==> src/rtl/ibc_pkg.sv <==
// ibc_pkg: shared types and constants for the IMU bias calibrator.
// No dependencies; used by ibc_axis_lane, ibc_cal_seq and imu_bias_calibrator.
`timescale 1ns / 1ps

package ibc_pkg;

    localparam int SAMPLE_W  = 16;          // raw and compensated sample width
    localparam int SUM_W     = 26;          // signed accumulator width
    localparam int MAG_W     = SUM_W - 1;   // accumulator magnitude width
    localparam int GRAV_W    = 15;          // gravity reference width
    localparam int NUM_AXES  = 6;           // gyro x/y/z then accel x/y/z
    localparam int GYRO_AXES = 3;
    localparam int ACCEL_Z   = 5;           // lane that removes gravity

    localparam logic [GRAV_W-1:0] GRAVITY_REF_RESET = 15'd16384;

    // Per-group control into the axis lanes
    typedef struct packed {
        logic clear;    // start of run: zero offset and sum
        logic accum;    // add compensated sample to sum
        logic div_mul;  // divide pipeline, multiply stage
        logic div_wr;   // divide pipeline, offset write stage
    } ibc_lane_ctl_t;

    // Per-item calibration status from the sequencer
    typedef struct packed {
        logic gyro_busy;
        logic accel_busy;
        logic gyro_done;
        logic accel_done;
    } ibc_status_t;

    // One result item as held in the output stage
    typedef struct packed {
        logic [NUM_AXES-1:0][SAMPLE_W-1:0] comp;
        ibc_status_t                       status;
    } ibc_result_t;

endpackage

==> src/rtl/ibc_cal_seq.sv <==
// ibc_cal_seq: gyro/accel calibration run sequencer and lane control merge.
// Depends on ibc_pkg.
`timescale 1ns / 1ps

module ibc_cal_seq #(
    parameter int CAL_SAMPLES = 200
) (
    input  logic                   aclk,
    input  logic                   aresetn,
    input  logic                   in_fire,
    input  logic                   gyro_req,
    input  logic                   accel_req,
    output ibc_pkg::ibc_lane_ctl_t gyro_ctl,
    output ibc_pkg::ibc_lane_ctl_t accel_ctl,
    output ibc_pkg::ibc_status_t   status,
    output logic                   stall
);

    localparam int CNT_W = $clog2(CAL_SAMPLES + 1);

    typedef struct packed {
        logic [CNT_W-1:0] cnt;
        logic             active;
        logic             clear;
        logic             accum;
        logic             done;
        logic             skip;
    } grp_step_t;

    function automatic grp_step_t grp_step(input logic act, input logic [CNT_W-1:0] cnt);
        grp_step_t r;
        r        = '0;
        r.active = act;
        r.cnt    = cnt;
        if (act) begin
            if (cnt == '0) begin
                r.clear = 1'b1;
                r.cnt   = CNT_W'(1);
                r.skip  = 1'b1;
            end else begin
                r.accum = 1'b1;
                if (cnt >= CNT_W'(CAL_SAMPLES)) begin
                    r.cnt    = '0;
                    r.active = 1'b0;
                    r.done   = 1'b1;
                    r.skip   = 1'b1;
                end else begin
                    r.cnt = cnt + 1'b1;
                end
            end
        end
        return r;
    endfunction

    logic [CNT_W-1:0] g_cnt_reg, a_cnt_reg;
    logic             g_active_reg, a_active_reg;
    logic             g_ph1_reg, g_ph2_reg, a_ph1_reg, a_ph2_reg;
    grp_step_t        g_step, a_raw, a_step;

    always_comb begin
        g_step = grp_step(g_active_reg | gyro_req, g_cnt_reg);
        a_raw  = grp_step(a_active_reg | accel_req, a_cnt_reg);
        a_step = a_raw;
        // start and finish items of a gyro run leave accel untouched
        if (g_step.skip) begin
            a_step        = '0;
            a_step.cnt    = a_cnt_reg;
            a_step.active = a_active_reg | accel_req;
        end
    end

    always_ff @(posedge aclk) begin
        if (!aresetn) begin
            g_cnt_reg    <= '0;
            a_cnt_reg    <= '0;
            g_active_reg <= 1'b0;
            a_active_reg <= 1'b0;
            g_ph1_reg    <= 1'b0;
            g_ph2_reg    <= 1'b0;
            a_ph1_reg    <= 1'b0;
            a_ph2_reg    <= 1'b0;
        end else begin
            if (in_fire) begin
                g_cnt_reg    <= g_step.cnt;
                a_cnt_reg    <= a_step.cnt;
                g_active_reg <= g_step.active;
                a_active_reg <= a_step.active;
            end
            g_ph1_reg <= in_fire & g_step.done;
            a_ph1_reg <= in_fire & a_step.done;
            g_ph2_reg <= g_ph1_reg;
            a_ph2_reg <= a_ph1_reg;
        end
    end

    assign gyro_ctl.clear    = in_fire & g_step.clear;
    assign gyro_ctl.accum    = in_fire & g_step.accum;
    assign gyro_ctl.div_mul  = g_ph1_reg;
    assign gyro_ctl.div_wr   = g_ph2_reg;
    assign accel_ctl.clear   = in_fire & a_step.clear;
    assign accel_ctl.accum   = in_fire & a_step.accum;
    assign accel_ctl.div_mul = a_ph1_reg;
    assign accel_ctl.div_wr  = a_ph2_reg;

    assign status.gyro_busy  = g_step.active;
    assign status.accel_busy = a_step.active;
    assign status.gyro_done  = g_step.done;
    assign status.accel_done = a_step.done;

    // hold off new items while a new offset set is being computed
    assign stall = g_ph1_reg | g_ph2_reg | a_ph1_reg | a_ph2_reg;

    a_done_stalls: assert property (@(posedge aclk) disable iff (!aresetn)
        in_fire && (status.gyro_done || status.accel_done) |=> ##1 stall)
        else $error("offset divide not covered by input stall");

    a_one_edge_group: assert property (@(posedge aclk) disable iff (!aresetn)
        gyro_ctl.clear |-> !(accel_ctl.clear || accel_ctl.accum))
        else $error("accel step ran on gyro start item");

    a_cnt_range: assert property (@(posedge aclk) disable iff (!aresetn)
        (g_cnt_reg <= CNT_W'(CAL_SAMPLES)) && (a_cnt_reg <= CNT_W'(CAL_SAMPLES)))
        else $error("sample count beyond run length");

    a_no_fire_in_stall: assert property (@(posedge aclk) disable iff (!aresetn)
        stall |-> !in_fire)
        else $error("item accepted during offset divide");

endmodule

==> config.mk <==
export PLATFORM = sky130hd
export DESIGN_NAME = ibc_cal_seq
export DESIGN_NICKNAME = d
export VERILOG_FILES = /design/src/rtl/ibc_pkg.sv /design/src/rtl/ibc_cal_seq.sv
export SDC_FILE = /design/constraint.sdc
export NUM_CORES = 1
export LEC_CHECK = 0
export CAP_MARGIN = 10
export CORE_MARGIN = 8
export CORE_UTILIZATION = 25
export DETAILED_ROUTE_END_ITERATION = 6
export DONT_BUFFER_PORTS = 1
export GPL_TIMING_DRIVEN = 0
export REMOVE_ABC_BUFFERS = 1
export SKIP_LAST_GASP = 1
export SLEW_MARGIN = 20
export SYNTH_ARGS = -nofsm -noshare
export SYNTH_HDL_FRONTEND = slang
export SYNTH_SLANG_ARGS = --single-unit
==> constraint.sdc <==
create_clock -name aclk -period 1.5 [get_ports aclk]
set_input_delay 0.225 -clock aclk [delete_from_list [all_inputs] [get_ports aclk]]
set_output_delay 0.225 -clock aclk [all_outputs]
set_load 0.02 [all_outputs]
Word level (Yosys, flattened, before mapping)
Cells that the tools add are included.
{"block": "totals", "in_bits": 5, "regBits": 22, "word_cells": 47, "out_inout_bits": 13}
{"block": "op_classes", "mux": 19, "n_lt_le_gt_ge": 2, "bitwise": 12, "n_reduce_logical": 4, "n_addsub": 2}
{"operator": "$mux W8", "count": 4}
{"operator": "$add A8 B1 Y8 const B", "count": 2}
{"operator": "$ge A8 B8 Y1 const B", "count": 2}
{"operator": "$logic_not A8 Y1", "count": 2}
{"operator": "$mux W5", "count": 3}
{"operator": "$mux W1", "count": 8}
{"operator": "$mux W2", "count": 4}
{"operator": "$and A1 B1 Y1", "count": 6}
{"operator": "$or A1 B1 Y1", "count": 5}
{"operator": "$reduce_and A3 Y1", "count": 1}
{"operator": "$reduce_and A2 Y1", "count": 1}
{"operator": "$not A1 Y1", "count": 1}

Logic depth before layout (Yosys ltp)
Gate-level depths: netlist of the first run.
{"block": "logic_depth", "depth_word": 6, "mapped_depth": 7, "depth_no_buf": 6}

Least setup slack after synthesis of the first run
OpenSTA, ideal clock, no wires.
{"block": "synth_timing", "path_kind": "register to output", "start": "register g_cnt_reg[3]", "end": "output port accel_ctl[2] (netlist name)", "setup_slack_ns": -0.140, "path_stages_with_launch": 5, "t_required_ns": 1.275, "arrival_time_ns": 1.415, "path_cell_list": "dfxtp_1 -> o311a_4 -> a21boi_4 -> nand2_1 -> a21oi_1"}
{"element": "start: declaration", "line_no": "ibc_cal_seq.sv:55", "rtl": "logic [CNT_W-1:0] g_cnt_reg, a_cnt_reg;"}
{"element": "start signal: assignment", "line_no": "ibc_cal_seq.sv:84", "rtl": "g_cnt_reg <= g_step.cnt;"}
{"element": "end: declaration", "line_no": "ibc_cal_seq.sv:14", "rtl": "output ibc_pkg::ibc_lane_ctl_t accel_ctl,"}

==> results of run 1 <==
[synth_stat cells (all sizes together)]
cell type / instances
a211oi: 3
a21bo: 1
a21boi: 1
a21oi: 7
a221oi: 1
a31oi: 1
and2: 2
and3: 6
buf: 5
clkbuf: 1
clkinv: 1
dfxtp: 22
ha: 4
inv: 5
mux2i: 1
nand2: 12
nand2b: 1
nand3: 6
nand3b: 1
nand4: 2
nor2: 17
nor3: 6
nor4b: 2
o211a: 1
o211ai: 1
o21a: 3
o21ai: 8
o221a: 1
o22ai: 2
o311a: 2
o311ai: 3
o31ai: 2
o41ai: 1
or2: 1
or3: 4
or3b: 1
or4: 1
xnor2: 3
xor2: 2
[power groups by stage]
| stage | registers, uW | logic [uW] | clock network [uW] |
|---|---|---|---|
| 2_1_floorplan | 613 | 111 | 0 |
| 3_3_place_gp | 615 | 136 | 0 |
| 3_5_place_dp | 615 | 137 | 0 |
| 4_1_cts | 600 | 196 | 448 |
| 5_1_grt | 600 | 301 | 464 |
| 6_report | 598 | 282 | 430 |
[worst max-delay path: cells and delay by family, from the launching register on]
kind | cells | cell delay, ns
AND/OR/NAND/NOR | 2 | 0.37
AO/OA/AOI/OAI | 2 | 0.29
buffers and inverters | 2 | 0.24
flip-flops | 1 | 0.34
adder cells (fa/ha/maj) | 1 | 0.13
[path summary, 6_finish.rpt]
| kind | cells past startpoint | slack, ns | end | start |
|---|---|---|---|---|
| max | 7 | -0.37 | status[2] | g_cnt_reg[1] |
| min reg2reg | 2 | 0.50 | a_cnt_reg[1] | a_cnt_reg[1] |
| min | 2 | 0.07 | a_cnt_reg[7] | aresetn |
| max reg2reg | 8 | -0.20 | a_cnt_reg[3] | g_cnt_reg[1] |
[logic make-up after synthesis]
group / after synthesis / share of synthesized area
simple gates: 62 / 0.275
flops: 22 / 0.341
mux: 1 / 0.00775
xor+xnor: 5 / 0.0339
compound gates: 38 / 0.251
buf+inv: 12 / 0.0523
fa+ha+maj: 4 / 0.0388
[metrics by stage]
step	util	cell area, sq um
floorplan	-	1250
global placement	0.265	1330
detailed placement	0.265	1330
CTS	0.315	1590
global route	0.373	1880
finish	0.373	1880
[layout by cell type, fill, tap and decap left out, types with 3 or more instances in the layout]
cell       n
clkbuf_8   4
xnor2_1    3
buf_4     15
buf_6      8
inv_2      3
dfxtp_2   10
or3_1      4
and3_1     4
nor2_1    10
o21ai_0    3
nor2_4     5
dfxtp_1    9
nand2_1   11
o21a_1     3
nand3_1    4
nor3_1     3
a21oi_4    4
dfxtp_4    3
[layout make-up]
cell class	instances	area, sq um
multi-input combinational	110	1030
inverter	6	25.0
fill	488	3160
tap	70	87.6
timing repair buffer	24	223
sequential	22	464
clock buffer	4	55.1
[layer usage]
metal | part of all wire | vias to the layer above | routed length [um] | global-route usage
met5 | 0 | - | 0 | 0
met4 | 0.011 | 0 | 39 | 0.0406
met3 | 0.044 | 4 | 151 | 0.0272
met2 | 0.49 | 17 | 1700 | 0.143
met1 | 0.45 | 547 | 1570 | 0.110
li1 | - | 578 | - | -
[what timing repair did]
item	CTS	global route
setup endpoints to repair	26	26
setup buffers	11	17
pin swaps	9	20
gates resized for setup	33	46
==> results_dict.tcl, run 1 <==
set metrics [dict create \
    outcome "finished, violations left" \
    cts-hold-fix-buffers 0 \
    min_period_ns 1.87 \
    dp_worst_setup_slack_ns -0.354 \
    clkPwrFrac 0.328 \
    arrival_ns 1.64 \
    tightest_slew_ns 0.466 \
    cts.sinks 22 \
    wire_per_inst_um 14.7 \
    rsz0062_at_grt "yes" \
    io_pins 18 \
    dpl.cell_count 208 \
    timing.hold.ws_ns 0.0716 \
    grt_antenna_before_repair 0 \
    syn_avg_cell_area_sq_um 8.97 \
    period_share 1.25 \
    n_antenna_cell 0 \
    setup_tns_ns -3.26 \
    die_w_um 87.9 \
    p_leak_uw 0.000657 \
    gp_congestion 0.775 \
    yosysWarnings 0 \
    netlist_area_sq_mm 0.00129 \
    clk_pin_slew_ns 0.08 \
    grt_pass1_wl_um 5590 \
    synth_seq_cells 22 \
    setup_ws_ns -0.368 \
    grt_max_degree 14 \
    grt_overflow 0 \
    dieArea_sq_mm 0.00772 \
    final_nets 176 \
    via_count 1146 \
    slew_headroom 0.688 \
    core_sq_mm 0.00504 \
    drive_above_1_share 0.518 \
    finalNonFillerCells 236 \
    hpwl_um 2120 \
    cp-start-kind "register" \
    num_rows 26 \
    intPower_uw 956 \
    maxCapViolCount 0 \
    clock_skew_ns 0.00235 \
    finalSetupViolations 19 \
    drtPass1Iterations 4 \
    cp_cell_sequence "inv_2 > ha_4 > nor4b_4 > buf_6 > a21oi_4 > o21a_1 > nor2_4" \
    drtIter0Drc 53 \
    htreeDepth 1 \
    root_buffer "clkbuf_8" \
    grt_pass1_vias 1132 \
    netlist_top_cells_area "dfxtp_1 34%, nor2_1 4.9%, ha_1 3.9%" \
    synth_seq_area_share 0.341 \
    ir_worst_vdd_v 0.000615 \
    portBuffers 0 \
    cts_buffers 3 \
    grt_use_total 0.0906 \
    p_sw_uw 355 \
    via_per_inst 4.86 \
    drc 0 \
    finalPower_uw 1310 \
    maxSlewViolCount 0 \
    die_y_um 87.9 \
    totalWireLength_um 3460 \
    critPathMaxStageDelay_ns 0.34 \
    powerDensity_mw_per_mm2 696 \
    yosysTopAreaCellShare 0.341 \
    finalHoldViolCount 0 \
    endpoint_kind "output pin" \
    start_util 0.256 \
    synthCells 144 \
    yosys.area.top_type "dfxtp_1" \
    clock_latency_ns 0.26 \
    swShare 0.271 \
    cp.required_ns 1.27 \
    clockBufferDepth 2 \
    p_comb_frac 0.215 \
    max_clock_freq_ghz 0.535 \
    cts_tree "built" \
    drtAntennaViolNets 0 \
    slowest_stage "dfxtp_2" \
    p_seq_frac 0.457 \
    hold_class "in2reg" \
    worstPathMaxFanout 3 \
    area_delta_synth_final_pct 45.7 \
    yosysUniqueCellTypes 49 \
    crit_type "reg2out" \
    violations "setup timing" \
]
Note: power is estimated with default switching activity, not from simulation.
==> inputs of run 2 (changes only) <==
==> constraint.sdc (replaced) <==
create_clock -name aclk -period 2.2 [get_ports aclk]
set_input_delay 0.33 -clock aclk [delete_from_list [all_inputs] [get_ports aclk]]
set_output_delay 0.33 -clock aclk [all_outputs]
set_load 0.02 [all_outputs]
==> run 2 against run 1 <==
The flow now finishes without violations. Clock power fell by 30%. Sequential share of layout area increased by 6.3 points. Non-clock buffer count is 23 lower. First-iteration DRC count increased by 38%. Utilization down 9.1 points. Register-to-register slack gained 0.62 ns. Critical endpoint is now accel_ctl[3]. Largest power group unchanged.
==> results_dict.tcl, run 2 (same netlist as run 1, synthesis figures left out) <==
set metrics [dict create \
    outcome "complete, no violations" \
    setup_tns_ns 0 \
    fill_cells 542 \
    drtAntennaViolNets 0 \
    worst_r2r_path_depth 6 \
    area_delta_synth_final_pct 10.3 \
    worstPathMaxFanout 6 \
    final_nets 153 \
    timing.hold.ws_ns 0.181 \
    grt_max_degree 14 \
    die_y_um 87.9 \
    portBuffers 0 \
    tightest_slew_ns 0.543 \
    cts_buffers 3 \
    r2r_start "g_cnt_reg[0]" \
    maxSlewViolCount 0 \
    dieArea_sq_mm 0.00772 \
    critPathMaxStageDelay_ns 0.43 \
    hold_depth 2 \
    arrival_ns 1.77 \
    grt_pass1_vias 1051 \
    cp.required_ns 1.87 \
    root_buffer "clkbuf_8" \
    maxCapViolCount 0 \
    finalSetupViolations 0 \
    worstPathBufferInverterCount 0 \
    ir_worst_vdd_v 0.000420 \
    slowest_stage "o311a_4" \
    max_clock_freq_ghz 0.476 \
    crit_type "reg2out" \
    num_rows 26 \
    finalHoldViolCount 0 \
    mostFrequentLayoutCell "dfxtp_1" \
    hold_class "in2reg" \
    cts_tree "built" \
    core_sq_mm 0.00504 \
    cts-hold-fix-buffers 0 \
    reg2reg_setup_slack_ns 0.42 \
    n_antenna_cell 0 \
    fin_util 0.282 \
    start_util 0.256 \
    min_from "aresetn" \
    dp_worst_setup_slack_ns 0.241 \
    via_per_inst 4.89 \
    grt_overflow 0 \
    endpoint_kind "output pin" \
    crit_family "compound AO/OA/AOI/OAI gates" \
    cp_cell_sequence "o311a_4 > a21boi_4 > nand2_2 > nor2_1" \
    min_period_ns 2.10 \
    multiInputGateArea_sq_um 811 \
    p_leak_uw 0.000494 \
    period_share 0.956 \
    grt_pass1_wl_um 5110 \
    clock_latency_ns 0.27 \
    via_count 1041 \
    drtIter0Drc 73 \
    min_to "a_cnt_reg[7]" \
    hpwl_um 2120 \
    totalWireLength_um 2940 \
    drc 0 \
    slew_headroom 0.638 \
    finalPower_uw 811 \
    io_pins 18 \
    setup_ws_ns 0.0975 \
    grt_use_total 0.0825 \
    gp_congestion 0.775 \
    die_w_um 87.9 \
    drtPass1Iterations 4 \
    grt_antenna_before_repair 0 \
    htreeDepth 1 \
    seq_area_sq_um 440 \
    powerDensity_mw_per_mm2 570 \
    clockBufferDepth 2 \
    wire_per_inst_um 13.8 \
    rsz0062_at_grt "yes" \
    worstReg2RegEnd "a_cnt_reg[6]" \
    drive_above_1_share 0.175 \
    clk_pin_slew_ns 0.08 \
    final_cell_mix "22 x dfxtp_1, 16 x nor2_1, 11 x nand2_1" \
    cts.sinks 22 \
    cp-start-kind "register" \
    clock_skew_ns 0.00292 \
]
==> run 2: cell types whose count changed in the layout (fill, tap and decap cells not counted), sizes merged <==
cell | previous run | this run
buf | 24 | 1
==> run 2: metrics by stage <==
stage,cells,cell area [sq um]
after floorplan,138,1250
after global placement,208,1330
after detailed placement,208,1330
after CTS,212,1400
after global routing,213,1420
final,213,1420
==> run 2: per-layer routing <==
metal  track usage  up-vias  share of wire
met3        0.0263        4          0.051
met2         0.127       16           0.46
li1              -      522              -
met1         0.103      499           0.47
met4        0.0344        0          0.013
met5             0        -              0
==> run 2: repair_timing <==
item,4_1_cts,5_1_grt
pin swaps,0,3
buffers inserted,0,1
resized for setup,2,5
setup endpoints to repair,2,4
==> run 2: layout make-up <==
cell class,count,share of cell area
timing repair buffer,1,0.00527
clock buffer,4,0.0387
tap,70,0.0615
sequential,22,0.309
inverter,6,0.0158
multi-input combinational,110,0.569
==> run 2: worst register-to-register path, stage by stage (launching register included) <==
cell and delay, ns:
dfxtp_1 0.33, inv_1 0.11, ha_1 0.17, nor4b_4 0.33
and3_1 0.42, nor3_2 0.09, o221a_1 0.24
==> run 2: report_power, final <==
group | switching, uW | internal (uW)
Clock | 140 | 160
Sequential | 5.87 | 404
Combinational | 64.9 | 36.6
Total | 210 | 600
==> run 2: how the worst max path moves through the flow <==
| stage | depth (start not counted) | start | endpoint | slack, ns |
|---|---|---|---|---|
| floorplan | 4 | g_cnt_reg[3] | accel_ctl[2] | 0.46 |
| global placement | 4 | g_cnt_reg[3] | accel_ctl[2] | 0.25 |
| detailed placement | 4 | g_cnt_reg[3] | accel_ctl[2] | 0.24 |
| CTS | 4 | g_cnt_reg[3] | accel_ctl[3] | -0.005 |
| global route | 5 | a_cnt_reg[0] | accel_ctl[3] | -0.02 |
| finish | 4 | g_cnt_reg[3] | accel_ctl[3] | 0.1 |
==> inputs of run 3 (changes only) <==
--- a/config.mk
+++ b/config.mk
@@ -11,6 +11,7 @@
 export DETAILED_ROUTE_END_ITERATION = 6
 export DONT_BUFFER_PORTS = 1
 export GPL_TIMING_DRIVEN = 0
+export PLACE_DENSITY = 0.37
 export REMOVE_ABC_BUFFERS = 1
 export SKIP_LAST_GASP = 1
 export SLEW_MARGIN = 20
==> run 3 against run 2 <==
Setup slack got worse by 0.0057 ns. Fmax decreased by 0.27%. Final area increased by 0.18%. First-iteration DRC count decreased by 45%. Register-to-register slack got worse by 0.06 ns. Sequential cell count unchanged. Cell count unchanged. Combinational power about the same. Routed wire length increased by 9.0%. Non-clock buffer count unchanged. Via count increased by 1.5%. Largest cell class unchanged.
==> results_dict.tcl, run 3 (same netlist as run 1, synthesis figures left out) <==
set metrics [dict create \
    maxSlewViolCount 0 \
    clk_pin_slew_ns 0.08 \
    maxCapViolCount 0 \
    drive_above_1_share 0.182 \
    cp-start-kind "register" \
    core_sq_mm 0.00504 \
    start_util 0.256 \
    rsz0062_at_grt "yes" \
    cts_buffers 3 \
    min_period_ns 2.11 \
    drc 0 \
    placed_cell_area_sq_mm 0.00133 \
    grt_use_total 0.0893 \
    grt_pass1_vias 1026 \
    via_count 1057 \
    final_cell_mix "22 x dfxtp_1, 15 x nor2_1, 11 x nand2_1" \
    tightest_slew_ns 0.536 \
    powerDensity_mw_per_mm2 571 \
    drtPass1Iterations 4 \
    dp_worst_setup_slack_ns 0.254 \
    htreeDepth 1 \
    via_per_inst 4.96 \
    worstPathMaxFanout 6 \
    drtIter0Drc 40 \
    slew_headroom 0.643 \
    setup_tns_ns 0 \
    hold_class "in2reg" \
    area_delta_synth_final_pct 10.5 \
    period_share 0.958 \
    crit_type "reg2out" \
    finalHoldViolCount 0 \
    finalSetupViolations 0 \
    cts.sinks 22 \
    grt_overflow 0 \
    cts-hold-fix-buffers 0 \
    arrival_ns 1.78 \
    totalWireLength_um 3210 \
    clock_skew_ns 0.00224 \
    hpwl_um 2410 \
    endpoint_kind "output pin" \
    gp_congestion 0.781 \
    ir_worst_vdd_v 0.000257 \
    portBuffers 0 \
    final_nets 153 \
    io_pins 18 \
    finalNonFillerCells 213 \
    clock_latency_ns 0.27 \
    max_clock_freq_ghz 0.474 \
    die_y_um 87.9 \
    p_leak_uw 0.000494 \
    final_area_sq_mm 0.00143 \
    cts_tree "built" \
    grt_pass1_wl_um 5230 \
    dieArea_sq_mm 0.00772 \
    outcome "complete, no violations" \
    dpl.cell_count 208 \
    wire_per_inst_um 15.1 \
    drtAntennaViolNets 0 \
    root_buffer "clkbuf_8" \
    clockBufferDepth 2 \
    num_rows 26 \
    grt_max_degree 14 \
    grt_antenna_before_repair 0 \
    cp.required_ns 1.87 \
    die_w_um 87.9 \
    mostFrequentLayoutCell "dfxtp_1" \
    n_antenna_cell 0 \
    setup_ws_ns 0.0918 \
]
run 3: report_power, final:
| part | total [uW] | switching (uW) | leakage [uW] | internal [uW] |
|---|---|---|---|---|
| registers | 410 | 5.77 | 0.000178 | 404 |
| clock network | 301 | 141 | 0.0000288 | 160 |
| logic | 104 | 67.6 | 0.000287 | 36.1 |
run 3: worst paths after layout:
check                    start            to  slack (ns)  cells after the start
setup / recovery  g_cnt_reg[3]  accel_ctl[3]        0.09                      4
hold / removal         aresetn  a_cnt_reg[7]        0.19                      2
setup reg to reg  g_cnt_reg[0]  g_cnt_reg[5]        0.36                      7
hold reg to reg   g_cnt_reg[1]  g_cnt_reg[1]        0.51                      2
run 3: final cells by class:
cell class,instances,area (sq um)
Tap cell,70,87.6
Sequential cell,22,440
Multi-Input combinational cell,110,813
Timing Repair Buffer,1,7.51
Clock buffer,4,55.1
Inverter,6,22.5
Fill cell,543,3620
run 3: critical path, cell delays in order, from the launching register on:
cell and delay [ns]:
dfxtp_1 0.39, o311a_4 0.43, a21boi_4 0.20, nand2_2 0.14, nor2_1 0.35
run 3: per-layer routing:
layer	up-vias	GRT usage	wire, um
li1	523	-	-
met1	508	0.101	1460
met2	20	0.144	1540
met3	6	0.0291	147
met4	0	0.0516	58
met5	-	0	0
run 3: repair_timing:
item / in CTS / in global routing
gates resized for setup: 3 / 5
buffers inserted: 0 / 1
pin swaps: 0 / 1
hold endpoints to repair: 0 / 0
endpoints found under the setup margin: 3 / 4
run 3: metrics by stage:
step                hold slack, ns   util  total power [uW]
floorplan                    0.456      -               494
global placement             0.461  0.265               515
detailed placement           0.466  0.265               515
CTS                          0.176  0.277               822
global route                 0.168  0.283               860
finish                       0.185  0.283               814
